[config.mk]
export PLATFORM = sky130hd
export DESIGN_NAME = i2c_register_master_flat
export DESIGN_NICKNAME = d
export VERILOG_FILES = /design/src/i2crm_pkg.sv /design/src/i2crm_if.sv /design/src/i2crm_front.sv /design/src/i2crm_queue.sv /design/src/i2crm_back.sv /design/src/i2c_register_master.sv /design/src/flat_wrapper.sv
export SDC_FILE = /design/constraint.sdc
export NUM_CORES = 1
export LEC_CHECK = 0
export BUFFER_PORTS_ARGS = -buffer_cell sky130_fd_sc_hd__buf_2
export CAP_MARGIN = 20
export CELL_PAD_IN_SITES_DETAIL_PLACEMENT = 0
export CELL_PAD_IN_SITES_GLOBAL_PLACEMENT = 1
export CORE_AREA = 3 3 122 124
export DETAILED_ROUTE_END_ITERATION = 6
export DIE_AREA = 0 0 125 127
export MAX_ROUTING_LAYER = met4
export PLACE_DENSITY_LB_ADDON = 0.1
export SKIP_CTS_REPAIR_TIMING = 1
export SYNTH_ARGS = -nofsm -noshare
export SYNTH_HDL_FRONTEND = slang
export SYNTH_SLANG_ARGS = --single-unit
[constraint.sdc]
create_clock -name clk -period 6.9 [get_ports clk]
set_input_delay 0.69 -clock clk [delete_from_list [all_inputs] [get_ports clk]]
set_output_delay 0.69 -clock clk [all_outputs]
set_load 0.1 [all_outputs]
[src/i2crm_pkg.sv]
package i2crm_pkg;

    localparam int QueueDepth = 2;

    localparam logic [1:0] OpTick  = 2'd0;
    localparam logic [1:0] OpRead  = 2'd1;
    localparam logic [1:0] OpWrite = 2'd2;

    localparam logic [1:0] StatusIdle  = 2'd0;
    localparam logic [1:0] StatusBusy  = 2'd1;
    localparam logic [1:0] StatusDone  = 2'd2;
    localparam logic [1:0] StatusNack  = 2'd3;

    typedef enum logic [1:0] {
        KindTick       = 2'd0,
        KindStartRead  = 2'd1,
        KindStartWrite = 2'd2,
        KindNone       = 2'd3
    } kind_t;

    typedef struct packed {
        logic [1:0] opcode;
        logic [6:0] dev_addr;
        logic [7:0] reg_addr;
        logic [7:0] wr_data;
        logic       sda_in;
    } req_t;

    typedef struct packed {
        logic       scl;
        logic       sda_out;
        logic [1:0] status;
        logic [7:0] read_data;
    } rsp_t;

    typedef struct packed {
        kind_t      kind;
        logic [6:0] dev_addr;
        logic [7:0] reg_addr;
        logic [7:0] wr_data;
        logic       sda_in;
    } cmd_t;

endpackage

[src/i2crm_if.sv]
interface i2crm_req_if;
    logic             valid;
    logic             ready;
    i2crm_pkg::req_t  payload;

    modport source (output valid, output payload, input ready);
    modport sink (input valid, input payload, output ready);
endinterface

interface i2crm_rsp_if;
    logic             valid;
    logic             ready;
    i2crm_pkg::rsp_t  payload;

    modport source (output valid, output payload, input ready);
    modport sink (input valid, input payload, output ready);
endinterface

[src/i2crm_front.sv]
module i2crm_front (
    i2crm_req_if.sink          req,
    input  logic               queue_full,
    output logic               push,
    output i2crm_pkg::cmd_t    cmd
);

    i2crm_pkg::kind_t kind;

    always_comb
    begin
        case (req.payload.opcode)
            i2crm_pkg::OpTick:  kind = i2crm_pkg::KindTick;
            i2crm_pkg::OpRead:  kind = i2crm_pkg::KindStartRead;
            i2crm_pkg::OpWrite: kind = i2crm_pkg::KindStartWrite;
            default:            kind = i2crm_pkg::KindNone;
        endcase
    end

    assign req.ready = !queue_full;
    assign push      = req.valid && !queue_full;

    assign cmd.kind     = kind;
    assign cmd.dev_addr = req.payload.dev_addr;
    assign cmd.reg_addr = req.payload.reg_addr;
    assign cmd.wr_data  = req.payload.wr_data;
    assign cmd.sda_in   = req.payload.sda_in;

endmodule

[src/i2crm_queue.sv]
module i2crm_queue #(
    parameter int DEPTH = i2crm_pkg::QueueDepth
) (
    input  logic               clk,
    input  logic               rst_n,
    input  logic               push,
    input  i2crm_pkg::cmd_t    push_cmd,
    output logic               full,
    input  logic               pop,
    output logic               head_valid,
    output i2crm_pkg::cmd_t    head_cmd
);

    localparam int PtrW = (DEPTH > 1) ? $clog2(DEPTH) : 1;
    localparam int CntW = $clog2(DEPTH + 1);

    i2crm_pkg::cmd_t mem_reg [DEPTH];
    logic [PtrW-1:0] wr_ptr_reg, wr_ptr_next;
    logic [PtrW-1:0] rd_ptr_reg, rd_ptr_next;
    logic [CntW-1:0] count_reg, count_next;
    logic            do_push, do_pop;

    assign full       = (count_reg == CntW'(DEPTH));
    assign head_valid = (count_reg != '0);
    assign head_cmd   = mem_reg[rd_ptr_reg];
    assign do_push    = push && !full;
    assign do_pop     = pop && head_valid;

    always_comb
    begin
        wr_ptr_next = wr_ptr_reg;
        rd_ptr_next = rd_ptr_reg;
        count_next  = count_reg;
        if (do_push)
        begin
            wr_ptr_next = (wr_ptr_reg == PtrW'(DEPTH - 1)) ? '0 : wr_ptr_reg + 1'b1;
        end
        if (do_pop)
        begin
            rd_ptr_next = (rd_ptr_reg == PtrW'(DEPTH - 1)) ? '0 : rd_ptr_reg + 1'b1;
        end
        if (do_push && !do_pop)
        begin
            count_next = count_reg + 1'b1;
        end
        else if (do_pop && !do_push)
        begin
            count_next = count_reg - 1'b1;
        end
    end

    always_ff @(posedge clk or negedge rst_n)
    begin
        if (!rst_n)
        begin
            wr_ptr_reg <= '0;
            rd_ptr_reg <= '0;
            count_reg  <= '0;
        end
        else
        begin
            wr_ptr_reg <= wr_ptr_next;
            rd_ptr_reg <= rd_ptr_next;
            count_reg  <= count_next;
        end
    end

    always_ff @(posedge clk)
    begin
        if (do_push)
        begin
            mem_reg[wr_ptr_reg] <= push_cmd;
        end
    end

endmodule

[src/i2crm_back.sv]
module i2crm_back (
    input  logic               clk,
    input  logic               rst_n,
    input  logic               head_valid,
    input  i2crm_pkg::cmd_t    head_cmd,
    output logic               pop,
    i2crm_rsp_if.source        rsp
);

    localparam logic [8:0] CtrlStart    = 9'h100;
    localparam logic [8:0] CtrlStop     = 9'h101;
    localparam logic [8:0] CtrlRead     = 9'h102;
    localparam logic [8:0] CtrlComplete = 9'h103;
    localparam logic [3:0] BitsPerByte  = 4'd8;

    typedef enum logic [17:0] {
        PhIdle   = 18'h00001,
        PhInit   = 18'h00002,
        PhStart1 = 18'h00004,
        PhStart2 = 18'h00008,
        PhTxS    = 18'h00010,
        PhTxH    = 18'h00020,
        PhTxL    = 18'h00040,
        PhTxAckH = 18'h00080,
        PhTxAckL = 18'h00100,
        PhRxS    = 18'h00200,
        PhRxH    = 18'h00400,
        PhRxL    = 18'h00800,
        PhRxAckH = 18'h01000,
        PhRxAckL = 18'h02000,
        PhStop1  = 18'h04000,
        PhStop2  = 18'h08000,
        PhStop3  = 18'h10000,
        PhStop4  = 18'h20000
    } phase_t;

    // Sequence entries are rebuilt from the saved command fields.
    function automatic logic [8:0] seq_entry(
        input logic       is_read,
        input logic [6:0] dev,
        input logic [7:0] regad,
        input logic [7:0] dat,
        input logic [2:0] idx
    );
        logic [8:0] e;
        begin
            e = CtrlComplete;
            case (idx)
                3'd0: e = {1'b0, dev, 1'b0};
                3'd1: e = {1'b0, regad};
                3'd2: e = is_read ? CtrlStart : {1'b0, dat};
                3'd3: e = is_read ? {1'b0, dev, 1'b1} : CtrlStop;
                3'd4: e = is_read ? CtrlRead : CtrlComplete;
                3'd5: e = is_read ? CtrlStop : CtrlComplete;
                default: e = CtrlComplete;
            endcase
            return e;
        end
    endfunction

    phase_t      phase_reg, phase_next;
    logic [2:0]  step_reg, step_next;
    logic [3:0]  bits_reg, bits_next;
    logic [7:0]  shift_reg, shift_next;
    logic [7:0]  rx_reg, rx_next;
    logic        scl_reg, scl_next;
    logic        sda_reg, sda_next;
    logic        is_read_reg, is_read_next;
    logic [6:0]  dev_reg, dev_next;
    logic [7:0]  regad_reg, regad_next;
    logic [7:0]  dat_reg, dat_next;
    logic        out_valid_reg, out_valid_next;
    i2crm_pkg::rsp_t out_reg, out_next;

    logic        fire;
    logic        do_advance;
    logic [1:0]  status;
    logic [2:0]  step_inc;
    logic [2:0]  adv_step;
    logic [8:0]  adv_entry;
    logic [8:0]  cur_entry;
    logic        nak_next;
    logic [3:0]  bits_dec;
    logic        busy;

    assign fire     = head_valid && (!out_valid_reg || rsp.ready);
    assign pop      = fire;
    assign busy     = (phase_reg != PhIdle);
    assign step_inc = step_reg + 3'd1;
    assign bits_dec = bits_reg - 4'd1;
    assign cur_entry = seq_entry(is_read_reg, dev_reg, regad_reg, dat_reg, step_reg);
    assign adv_entry = seq_entry(is_read_reg, dev_reg, regad_reg, dat_reg, step_inc);
    assign adv_step  = step_inc + 3'd1;
    assign nak_next  = (adv_entry != CtrlRead);

    always_comb
    begin
        phase_next   = phase_reg;
        step_next    = step_reg;
        bits_next    = bits_reg;
        shift_next   = shift_reg;
        rx_next      = rx_reg;
        scl_next     = scl_reg;
        sda_next     = sda_reg;
        is_read_next = is_read_reg;
        dev_next     = dev_reg;
        regad_next   = regad_reg;
        dat_next     = dat_reg;
        do_advance   = 1'b0;
        status       = busy ? i2crm_pkg::StatusBusy : i2crm_pkg::StatusIdle;

        case (head_cmd.kind)
            i2crm_pkg::KindTick:
            begin
                case (phase_reg)
                    PhInit:
                    begin
                        step_next  = 3'd0;
                        scl_next   = 1'b1;
                        sda_next   = 1'b1;
                        phase_next = PhStart1;
                    end
                    PhStart1:
                    begin
                        scl_next   = 1'b1;
                        sda_next   = 1'b0;
                        phase_next = PhStart2;
                    end
                    PhStart2:
                    begin
                        scl_next   = 1'b0;
                        sda_next   = 1'b0;
                        bits_next  = BitsPerByte;
                        shift_next = cur_entry[7:0];
                        phase_next = PhTxS;
                    end
                    PhTxS:
                    begin
                        scl_next   = 1'b0;
                        sda_next   = shift_reg[7];
                        phase_next = PhTxH;
                    end
                    PhTxH:
                    begin
                        scl_next   = 1'b1;
                        sda_next   = shift_reg[7];
                        phase_next = PhTxL;
                    end
                    PhTxL:
                    begin
                        scl_next   = 1'b0;
                        shift_next = {shift_reg[6:0], 1'b0};
                        bits_next  = bits_dec;
                        if (bits_dec != 4'd0)
                        begin
                            sda_next   = shift_reg[7];
                            phase_next = PhTxS;
                        end
                        else
                        begin
                            sda_next   = 1'b1;
                            phase_next = PhTxAckH;
                        end
                    end
                    PhTxAckH:
                    begin
                        if (head_cmd.sda_in)
                        begin
                            phase_next = PhIdle;
                            status     = i2crm_pkg::StatusNack;
                        end
                        else
                        begin
                            scl_next   = 1'b1;
                            sda_next   = 1'b1;
                            phase_next = PhTxAckL;
                        end
                    end
                    PhTxAckL:
                    begin
                        scl_next   = 1'b0;
                        sda_next   = 1'b1;
                        do_advance = 1'b1;
                    end
                    PhRxS:
                    begin
                        scl_next   = 1'b0;
                        sda_next   = 1'b1;
                        phase_next = PhRxH;
                    end
                    PhRxH:
                    begin
                        scl_next   = 1'b1;
                        sda_next   = 1'b1;
                        phase_next = PhRxL;
                    end
                    PhRxL:
                    begin
                        rx_next   = {rx_reg[6:0], head_cmd.sda_in};
                        bits_next = bits_dec;
                        scl_next  = 1'b0;
                        if (bits_dec != 4'd0)
                        begin
                            sda_next   = 1'b1;
                            phase_next = PhRxS;
                        end
                        else
                        begin
                            sda_next   = nak_next;
                            phase_next = PhRxAckH;
                        end
                    end
                    PhRxAckH:
                    begin
                        scl_next   = 1'b1;
                        sda_next   = nak_next;
                        phase_next = PhRxAckL;
                    end
                    PhRxAckL:
                    begin
                        scl_next   = 1'b0;
                        sda_next   = nak_next;
                        do_advance = 1'b1;
                    end
                    PhStop1:
                    begin
                        scl_next   = 1'b0;
                        sda_next   = 1'b0;
                        phase_next = PhStop2;
                    end
                    PhStop2:
                    begin
                        scl_next   = 1'b1;
                        sda_next   = 1'b0;
                        phase_next = PhStop3;
                    end
                    PhStop3:
                    begin
                        scl_next   = 1'b1;
                        sda_next   = 1'b1;
                        phase_next = PhStop4;
                    end
                    PhStop4:
                    begin
                        scl_next   = 1'b1;
                        sda_next   = 1'b1;
                        phase_next = PhIdle;
                        status     = i2crm_pkg::StatusDone;
                    end
                    default:
                    begin
                        phase_next = PhIdle;
                        status     = i2crm_pkg::StatusIdle;
                    end
                endcase
            end
            i2crm_pkg::KindStartRead, i2crm_pkg::KindStartWrite:
            begin
                if (!busy)
                begin
                    is_read_next = (head_cmd.kind == i2crm_pkg::KindStartRead);
                    dev_next     = head_cmd.dev_addr;
                    regad_next   = head_cmd.reg_addr;
                    dat_next     = head_cmd.wr_data;
                    phase_next   = PhInit;
                end
                status = i2crm_pkg::StatusBusy;
            end
            default:
            begin
                status = busy ? i2crm_pkg::StatusBusy : i2crm_pkg::StatusIdle;
            end
        endcase

        if (do_advance)
        begin
            bits_next = BitsPerByte;
            step_next = step_inc;
            status    = i2crm_pkg::StatusBusy;
            if (adv_entry == CtrlStart)
            begin
                phase_next = PhStart1;
                step_next  = adv_step;
            end
            else if (adv_entry == CtrlStop)
            begin
                phase_next = PhStop1;
                step_next  = adv_step;
            end
            else if (adv_entry == CtrlRead)
            begin
                rx_next    = 8'd0;
                phase_next = PhRxS;
            end
            else if (adv_entry == CtrlComplete)
            begin
                phase_next = PhIdle;
                status     = i2crm_pkg::StatusDone;
            end
            else
            begin
                shift_next = adv_entry[7:0];
                phase_next = PhTxS;
            end
        end
    end

    always_comb
    begin
        out_valid_next    = out_valid_reg;
        out_next          = out_reg;
        if (fire)
        begin
            out_valid_next     = 1'b1;
            out_next.scl       = scl_next;
            out_next.sda_out   = sda_next;
            out_next.status    = status;
            out_next.read_data = rx_next;
        end
        else if (rsp.ready)
        begin
            out_valid_next = 1'b0;
        end
    end

    always_ff @(posedge clk or negedge rst_n)
    begin
        if (!rst_n)
        begin
            phase_reg     <= PhIdle;
            step_reg      <= 3'd0;
            bits_reg      <= 4'd0;
            shift_reg     <= 8'd0;
            rx_reg        <= 8'd0;
            scl_reg       <= 1'b1;
            sda_reg       <= 1'b1;
            is_read_reg   <= 1'b0;
            out_valid_reg <= 1'b0;
        end
        else
        begin
            out_valid_reg <= out_valid_next;
            if (fire)
            begin
                phase_reg   <= phase_next;
                step_reg    <= step_next;
                bits_reg    <= bits_next;
                shift_reg   <= shift_next;
                rx_reg      <= rx_next;
                scl_reg     <= scl_next;
                sda_reg     <= sda_next;
                is_read_reg <= is_read_next;
            end
        end
    end

    always_ff @(posedge clk)
    begin
        out_reg <= out_next;
        if (fire)
        begin
            dev_reg   <= dev_next;
            regad_reg <= regad_next;
            dat_reg   <= dat_next;
        end
    end

    assign rsp.valid   = out_valid_reg;
    assign rsp.payload = out_reg;

endmodule

[src/i2c_register_master.sv]
// Channel | Dir | Payload                                   | Beat
// req     | in  | opcode, dev_addr, reg_addr, wr_data, sda_in | one command or line tick
// rsp     | out | scl, sda_out, status, read_data           | one result per req beat
//
// The block takes one req beat per cycle while the queue is not full and returns one rsp beat per req beat.
// A beat enters the command queue at acceptance; once it reaches the queue head and rsp
// is not stalled, its result is registered in the output register.
// A stalled rsp holds the output register; req keeps flowing until the queue fills.
// Reset leaves the bus released, the sequencer idle and the receive register at zero.
module i2c_register_master #(
    parameter int QUEUE_DEPTH = i2crm_pkg::QueueDepth
) (
    input  logic         clk,
    input  logic         rst_n,
    i2crm_req_if.sink    req,
    i2crm_rsp_if.source  rsp
);

    logic              push;
    logic              queue_full;
    logic              pop;
    logic              head_valid;
    i2crm_pkg::cmd_t   push_cmd;
    i2crm_pkg::cmd_t   head_cmd;

    i2crm_front u_front (
        .req        (req),
        .queue_full (queue_full),
        .push       (push),
        .cmd        (push_cmd)
    );

    i2crm_queue #(
        .DEPTH (QUEUE_DEPTH)
    ) u_queue (
        .clk        (clk),
        .rst_n      (rst_n),
        .push       (push),
        .push_cmd   (push_cmd),
        .full       (queue_full),
        .pop        (pop),
        .head_valid (head_valid),
        .head_cmd   (head_cmd)
    );

    i2crm_back u_back (
        .clk        (clk),
        .rst_n      (rst_n),
        .head_valid (head_valid),
        .head_cmd   (head_cmd),
        .pop        (pop),
        .rsp        (rsp)
    );

endmodule
[src/flat_wrapper.sv]
// flat-port wrapper written by rule: the top's interface ports become plain ports
module i2c_register_master_flat 
#(
    parameter int QUEUE_DEPTH = i2crm_pkg::QueueDepth
)
  (clk, rst_n, req_valid, req_payload, req_ready, rsp_valid, rsp_payload, rsp_ready);
  i2crm_req_if req_i ();
  i2crm_rsp_if rsp_i ();
  input  logic clk;
  input  logic rst_n;
  input wire logic [$bits(req_i.valid)-1:0] req_valid;
  input wire logic [$bits(req_i.payload)-1:0] req_payload;
  output wire logic [$bits(req_i.ready)-1:0] req_ready;
  output wire logic [$bits(rsp_i.valid)-1:0] rsp_valid;
  output wire logic [$bits(rsp_i.payload)-1:0] rsp_payload;
  input wire logic [$bits(rsp_i.ready)-1:0] rsp_ready;
  assign req_i.valid = req_valid;
  assign req_i.payload = req_payload;
  assign req_ready = req_i.ready;
  assign rsp_valid = rsp_i.valid;
  assign rsp_payload = rsp_i.payload;
  assign rsp_i.ready = rsp_ready;
  i2c_register_master #(.QUEUE_DEPTH(QUEUE_DEPTH)) u_core (.clk(clk), .rst_n(rst_n), .req(req_i), .rsp(rsp_i));
endmodule
---- Yosys cells after proc, flatten, opt, wreduce, memory -nomap -nowiden ----
Memories as Yosys holds them, arrays and structs flattened.
Cells that the tools add are included.
storage, ports and cells
  memories ................................ 1
  output and inout port bits .............. 14
  RAM bits ................................ 52
  bits in registers ....................... 84
memory list
  memory                  depth  bits a word  rd ports  clocked after Yosys merged registers in  wr ports  line               source
  u_core.u_queue.mem_reg  2      26           1         0                                        1         i2crm_queue.sv:17  i2crm_pkg::cmd_t mem_reg [DEPTH];
operators by class
  equal/unequal tests ..................... 40
  bitwise gates (word level) .............. 1
  reductions and logical operators ........ 37
  multiplexer cells ....................... 66
  $add $sub $neg .......................... 7
operator list
  kind                                                                number
  18-bit one-hot mux with 15 select lines                             1
  8-bit 2-to-1 mux                                                    13
  9-bit one-hot mux with 6 select lines                               1
  8-bit one-hot mux with 6 select lines                               1
  9-bit == test (second input constant)                               4
  18-bit 2-to-1 mux                                                   2
  18-bit one-hot mux with 2 select lines                              1
  15-bit 2-to-1 mux                                                   2
  9-bit 2-to-1 mux                                                    3
  18-bit by 10-bit == test with 1-bit output (second input constant)  1
  18-bit by 11-bit == test with 1-bit output (second input constant)  1
  18-bit by 12-bit == test with 1-bit output (second input constant)  1
  18-bit by 13-bit == test with 1-bit output (second input constant)  1
  18-bit by 14-bit == test with 1-bit output (second input constant)  1
  18-bit by 15-bit == test with 1-bit output (second input constant)  1
  18-bit by 16-bit == test with 1-bit output (second input constant)  1
  18-bit by 17-bit == test with 1-bit output (second input constant)  1
  18-bit == test (second input constant)                              1
  18-bit by 2-bit == test with 1-bit output (second input constant)   1
  18-bit by 3-bit == test with 1-bit output (second input constant)   1
  18-bit by 4-bit == test with 1-bit output (second input constant)   1
  18-bit by 5-bit == test with 1-bit output (second input constant)   1
  18-bit by 6-bit == test with 1-bit output (second input constant)   1
  18-bit by 7-bit == test with 1-bit output (second input constant)   1
  44 further kinds                                                    108

---- Depth between registers and ports, before layout ----
  depth in word-level cells ............... 9
  depth in mapped cells ................... 12
  mapped depth without buffers ............ 10

---- By module ----
Synthesis repeated with hierarchy kept, for this count alone.
unflattened totals
  cell total of the unflattened synthesis .. 681
  area, all modules ....................... 7628.6 sq um
by module, submodules not included
  module       instances  area an instance (sq um)  sequential area each (sq um)  cells each
  i2crm_back   1          5253.8                    2180.8                        553
  i2crm_queue  1          2177.1                    1661.6                        100
  i2crm_front  1          197.7                     0.0                           28

---- Worst setup path before layout ----
No wires, ideal clock.
  path type ............................... register to register
  from .................................... register u_core.u_queue.rd_ptr_reg
  to ...................................... register u_core.u_back.out_reg, in the netlist u_core.u_back.rsp.payload[1] (data pin)
  required time ........................... 6.621 ns
  cell stages (with the launch flop) ...... 11
  period minus slack after synthesis ...... 3.565 ns
  slack ................................... 3.335 ns
  data arrival time ....................... 3.286 ns
  cell sequence ........................... dfrtp_1 clkbuf_1 buf_1 mux2i_1 ha_1 clkbuf_1 clkinv_1 or4_1 nor2_1 nor4b_2 nor2_1
on the way
  cells in the longest elaborated chain, start to end .. 7
  elaborated cells between the ends (all ways) .. 8
RTL lines
  item                                line               source
  start: declaration                  i2crm_queue.sv:19  logic [PtrW-1:0] rd_ptr_reg, rd_ptr_next;
  start signal: assignment            i2crm_queue.sv:63  rd_ptr_reg <= rd_ptr_next;
  memory 2 x 26 bit *                 n/a
  2-bit zero test *                   i2crm_back.sv:112  case (head_cmd.kind)
  8-bit 2-to-1 mux                    i2crm_back.sv:112
  8-bit 2-to-1 mux                    i2crm_back.sv:290  else if (adv_entry == CtrlRead)
  8-bit 2-to-1 mux                    i2crm_back.sv:285  else if (adv_entry == CtrlStop)
  8-bit 2-to-1 mux                    i2crm_back.sv:280  if (adv_entry == CtrlStart)
  8-bit 2-to-1 mux *                  i2crm_back.sv:275  if (do_advance)
  named net u_core.u_back.rx_next[1]  i2crm_back.sv:65   logic [7:0] rx_reg, rx_next;
  end signal: assignment              i2crm_back.sv:359  out_reg <= out_next;
  end: declaration                    i2crm_back.sv:73   i2crm_pkg::rsp_t out_reg, out_next;
Mark *: on every way through the listed nets, which the timed path passes. The rest lies on a longest branch.
A chain may end at the register's enable or synchronous reset.

---- Worst setup path in the final report ----
  from .................................... register u_core.u_back.step_reg[2]
  to ...................................... register u_core.u_back.out_reg, in the netlist u_core.u_back.rsp.payload[4] (data pin)
on the way
  cells in the longest elaborated chain, start to end .. 8
  elaborated cells between the ends (all ways) .. 15
RTL lines
  item                                      line               source
  start: declaration                        i2crm_back.sv:62   logic [2:0] step_reg, step_next;
  start signal: assignment                  i2crm_back.sv:346  step_reg <= step_next;
  3-bit by 1-bit adder with 3-bit output *  i2crm_back.sv:89   assign step_inc = step_reg + 3'd1;
  3-bit == test (tied with other cells)     i2crm_back.sv:48   case (idx)
  9-bit one-hot mux with 6 select lines *   i2crm_back.sv:48
  9-bit == test                             i2crm_back.sv:290
  8-bit 2-to-1 mux                          i2crm_back.sv:290
  8-bit 2-to-1 mux                          i2crm_back.sv:285
  8-bit 2-to-1 mux *                        i2crm_back.sv:280
  8-bit 2-to-1 mux *                        i2crm_back.sv:275
  named net u_core.u_back.rx_next[4]        i2crm_back.sv:65
Marks and branches as above.

==> reports/metrics.json <==
{
  "gp_routability_congestion": {"value": 0.942},
  "multi_input_area": {"value": 2850, "unit": "µm²"},
  "unrepaired_setup_endpoints_after_global_routing": {"value": "no"},
  "worstSkewPairLatency": {"value": 0.43, "unit": "ns"},
  "grt_max_degree": {"value": 50},
  "die_ar": {"value": 15900, "unit": "µm²"},
  "yosysTopAreaCell": {"value": "sky130_fd_sc_hd__edfxtp_1"},
  "area.sequential": {"value": 3840, "unit": "µm²"},
  "timing.critical_path.from_type": {"value": "flop"},
  "tritoncts": {"value": "built"},
  "max-vdd-ir-drop": {"value": 0.000277, "unit": "V"},
  "setup_total_negative_slack": {"value": 0, "unit": "ns"},
  "top_level_i_o_count": {"value": 44},
  "power_frac_comb": {"value": 32.3, "unit": "%"},
  "reg2reg_depth": {"value": 9},
  "worst-endpoint-arrival": {"value": 3.89, "unit": "ns"},
  "yosysUniqueCellTypes": {"value": 71},
  "post_route_cells_drive_above_1_share": {"value": 20.9, "unit": "%"},
  "synth_seq_area_share": {"value": 55.7, "unit": "%"},
  "ff2ff_setup_slack": {"value": 3.16, "unit": "ns"},
  "outcome": {"value": "finished, final reports clean"},
  "power.share.switching": {"value": 37.6, "unit": "%"},
  "cp_cell_sequence": {"value": "inv_1 > ha_1 > ha_1 > nand3_1 > o21ai_0 > nor3_1 > nand3_1 > nor4b_2 > nor2_1"},
  "postSynthCellCount": {"value": 591},
  "number_of_enable_type_register_cells_in_the_synthesized_netlist": {"value": 87},
  "report.final.setup_viol": {"value": 0},
  "post_layout_net_count": {"value": 671},
  "flow.area_growth_from_synthesis": {"value": 14.2, "unit": "%"},
  "post-dp-hpwl": {"value": 11300, "unit": "µm"},
  "synth.cells.most_frequent": {"value": "sky130_fd_sc_hd__edfxtp_1 (87), sky130_fd_sc_hd__dfrtp_1 (46), sky130_fd_sc_hd__nand2_1 (42), sky130_fd_sc_hd__nor2_1 (37), sky130_fd_sc_hd__o21ai_0 (32)"},
  "vias": {"value": 5108},
  "hold_path_class": {"value": "input port to asynchronous set/reset pin"},
  "grt_pass1_vias": {"value": 4933},
  "critical_path_required": {"value": 7.04, "unit": "ns"},
  "yosysMostFrequentCell": {"value": "sky130_fd_sc_hd__edfxtp_1"},
  "globalRoute.totalOverflow": {"value": 0},
  "power.internal": {"value": 1.94, "unit": "mW"},
  "clock_tree.buffer_depth": {"value": 2},
  "async_flop_share": {"value": 36.0, "unit": "%"},
  "port_buffers": {"value": 43},
  "tritoncts.num_buffers": {"value": 17},
  "tightest_slew": {"value": 0.977, "unit": "ns"},
  "timing.clock.skew": {"value": 0.0120, "unit": "ns"},
  "drc_errors": {"value": 0},
  "antenna_violating_nets_post_route": {"value": 0},
  "critPathMaxStageDelay": {"value": 0.79, "unit": "ns"},
  "leakage_power_summed_over_all_cells": {"value": 2.97, "unit": "nW"},
  "layout.filler_cells": {"value": 1154},
  "synth_nets": {"value": 634},
  "finalCriticalPeriod": {"value": 3.74, "unit": "ns"},
  "drt-wirelength-per-cell": {"value": 20.1, "unit": "µm"},
  "yosys_warnings": {"value": 0},
  "drt-pass1-iter-count": {"value": 5},
  "grt_first_pass_wirelength": {"value": 26600, "unit": "µm"},
  "grt_util_all_layers": {"value": 21.8, "unit": "%"},
  "synth_top_flop_cell": {"value": "sky130_fd_sc_hd__edfxtp_1"},
  "cts-htree-levels": {"value": 4},
  "drt_iter0_markers": {"value": 454},
  "largest_register_ff_count": {"value": 52},
  "switching_power": {"value": 1.17, "unit": "mW"},
  "timing.final.ws_setup": {"value": 3.16, "unit": "ns"},
  "rows": {"value": 43},
  "timing.critical_path.fanout_max": {"value": 17},
  "die_h": {"value": 127, "unit": "µm"},
  "antenna_found_initial": {"value": 0},
  "timing.rr.start": {"value": "u_core.u_back.step_reg[2]"},
  "proportion_of_netlist_area_held_by_the_largest_area_contributor": {"value": 37.9, "unit": "%"},
  "synth_area_leaders": {"value": "sky130_fd_sc_hd__edfxtp_1 (38%), sky130_fd_sc_hd__dfrtp_1 (17%), sky130_fd_sc_hd__mux2_2 (4.6%)"},
  "maxClockFrequency": {"value": 267, "unit": "MHz"},
  "final_hold_vios": {"value": 0},
  "critPathKind": {"value": "flop to flop"},
  "ant_diodes": {"value": 0},
  "cellPowerDensity": {"value": 394, "unit": "nW/µm²"},
  "clock-sinks": {"value": 136},
  "initial_core_util": {"value": 49.7, "unit": "%"},
  "routed_via_density": {"value": 6.22},
  "drv_cap": {"value": 0},
  "die_x": {"value": 125, "unit": "µm"},
  "cts.reportedPaths.clkPinSlew": {"value": 0.06, "unit": "ns"},
  "clock_tree_root_driver_cell": {"value": "sky130_fd_sc_hd__clkbuf_16"},
  "r2r_end": {"value": "u_core.u_back.rsp.payload[4]"},
  "post_synth.cell_area_avg": {"value": 11.7, "unit": "µm²"},
  "slowest_stage_cell_cp": {"value": "sky130_fd_sc_hd__nor4b_2"},
  "finalWirelength": {"value": 16500, "unit": "µm"},
  "syn-cell-area": {"value": 6900, "unit": "µm²"},
  "share_of_power_burned_in_the_clock_network": {"value": 29.8, "unit": "%"},
  "min_period_over_period": {"value": 54.3, "unit": "%"},
  "crit_path_end_kind": {"value": "flop"},
  "preCtsSetupSlack": {"value": 2.89, "unit": "ns"},
  "p_seq_share": {"value": 37.9, "unit": "%"},
  "flip_flop_and_latch_count_after_synthesis": {"value": 136},
  "core_area": {"value": 13900, "unit": "µm²"},
  "maxSlewHeadroom": {"value": 34.0, "unit": "%"},
  "utilization": {"value": 56.8, "unit": "%"},
  "slew_violations": {"value": 0}
}
[per-layer routing]
layer  vias up  global-route usage (%)  part of all wire, %
li1       2367                       -                    -
met1      2533                    27.3                   43
met2       174                    35.3                   50
met3        34                    5.27                  4.9
met4         0                    7.27                  2.1
met5         -                       -                    0
[final cells by class]
cell class | instances | share of cell area, %
Inverter | 20 | 0.953
Sequential cell | 136 | 48.8
Timing Repair Buffer | 52 | 3.68
Multi-Input combinational cell | 401 | 36.1
Clock buffer | 18 | 5.57
Clock inverter | 14 | 2.06
Tap cell | 180 | 2.86
[placed cells by master, fill, tap and decap left out, drive strengths merged, types with 4 or more instances in the layout]
cell type  count
edfxtp        87
buf           52
dfrtp         46
nand2         42
nor2          39
o21ai         33
mux2          28
nand3         24
inv           23
clkbuf        18
a21oi         15
a22oi         14
nor4          14
mux2i         13
nand2b        13
ha            13
a22o          12
o31ai         12
nand4         11
nor3           8
nor2b          7
or4            6
o211ai         6
a222oi         6
clkinv         6
nand4b         5
o22ai          5
a31oi          5
and3           5
xnor2          5
a21o           5
o41ai          5
a211oi         4
o32ai          4
or3            4
[stage by stage]
stage | total power, mW | cells | cell area, µm² | hold WS (ns)
5_1_grt | 3.25 | 821 | 7880 | 0.428
4_1_cts | 3.11 | 820 | 7870 | 0.398
3_5_place_dp | 2.18 | 788 | 7260 | 0.466
3_3_place_gp | 2.16 | 788 | 7260 | 0.461
2_1_floorplan | 1.94 | 591 | 6900 | 0.394
6_report | 3.10 | 821 | 7880 | 0.385
[worst max-delay path: cells and delay by family (launching register included)]
family                   cells  cell delay, ns
AND/OR/NAND/NOR              5            1.69
adder cells (fa/ha/maj)      2            0.95
flip-flops                   1            0.61
AO/OA/AOI/OAI                1            0.11
buffers and inverters        1            0.09
[cells by family (layout without fill, tap and decap cells)]
group           after synthesis  in the layout  share of synthesized area (%)
simple gates                193            193                           16.1
compound gates              146            146                           15.2
flops                       136            136                           55.7
buf+inv                      54            104                           3.16
mux                          41             41                           6.46
fa+ha+maj                    13             13                           2.36
xor+xnor                      8              8                           1.02
[power groups by stage]
stage	logic [mW]	registers (mW)	clock network, mW
2_1_floorplan	0.583	1.35	0
3_3_place_gp	0.978	1.18	0
5_1_grt	1.08	1.19	0.974
3_5_place_dp	0.987	1.19	0
4_1_cts	0.996	1.18	0.939
6_report	1.00	1.18	0.926
[how the worst max path moves through the flow]
stage                         startpoint                      endpoint  depth (start not counted)
6_report       u_core.u_back.step_reg[2]  u_core.u_back.rsp.payload[4]                          9
5_1_grt        u_core.u_back.step_reg[2]  u_core.u_back.rsp.payload[4]                          9
4_1_cts        u_core.u_back.step_reg[2]  u_core.u_back.rsp.payload[4]                          9
3_5_place_dp                   rsp_ready    u_core.u_back.phase_reg[5]                          9
3_3_place_gp                   rsp_ready    u_core.u_back.phase_reg[5]                          9
2_1_floorplan  u_core.u_queue.rd_ptr_reg  u_core.u_back.rsp.payload[1]                         10
No activity file was read; power rests on OpenSTA's default activity.
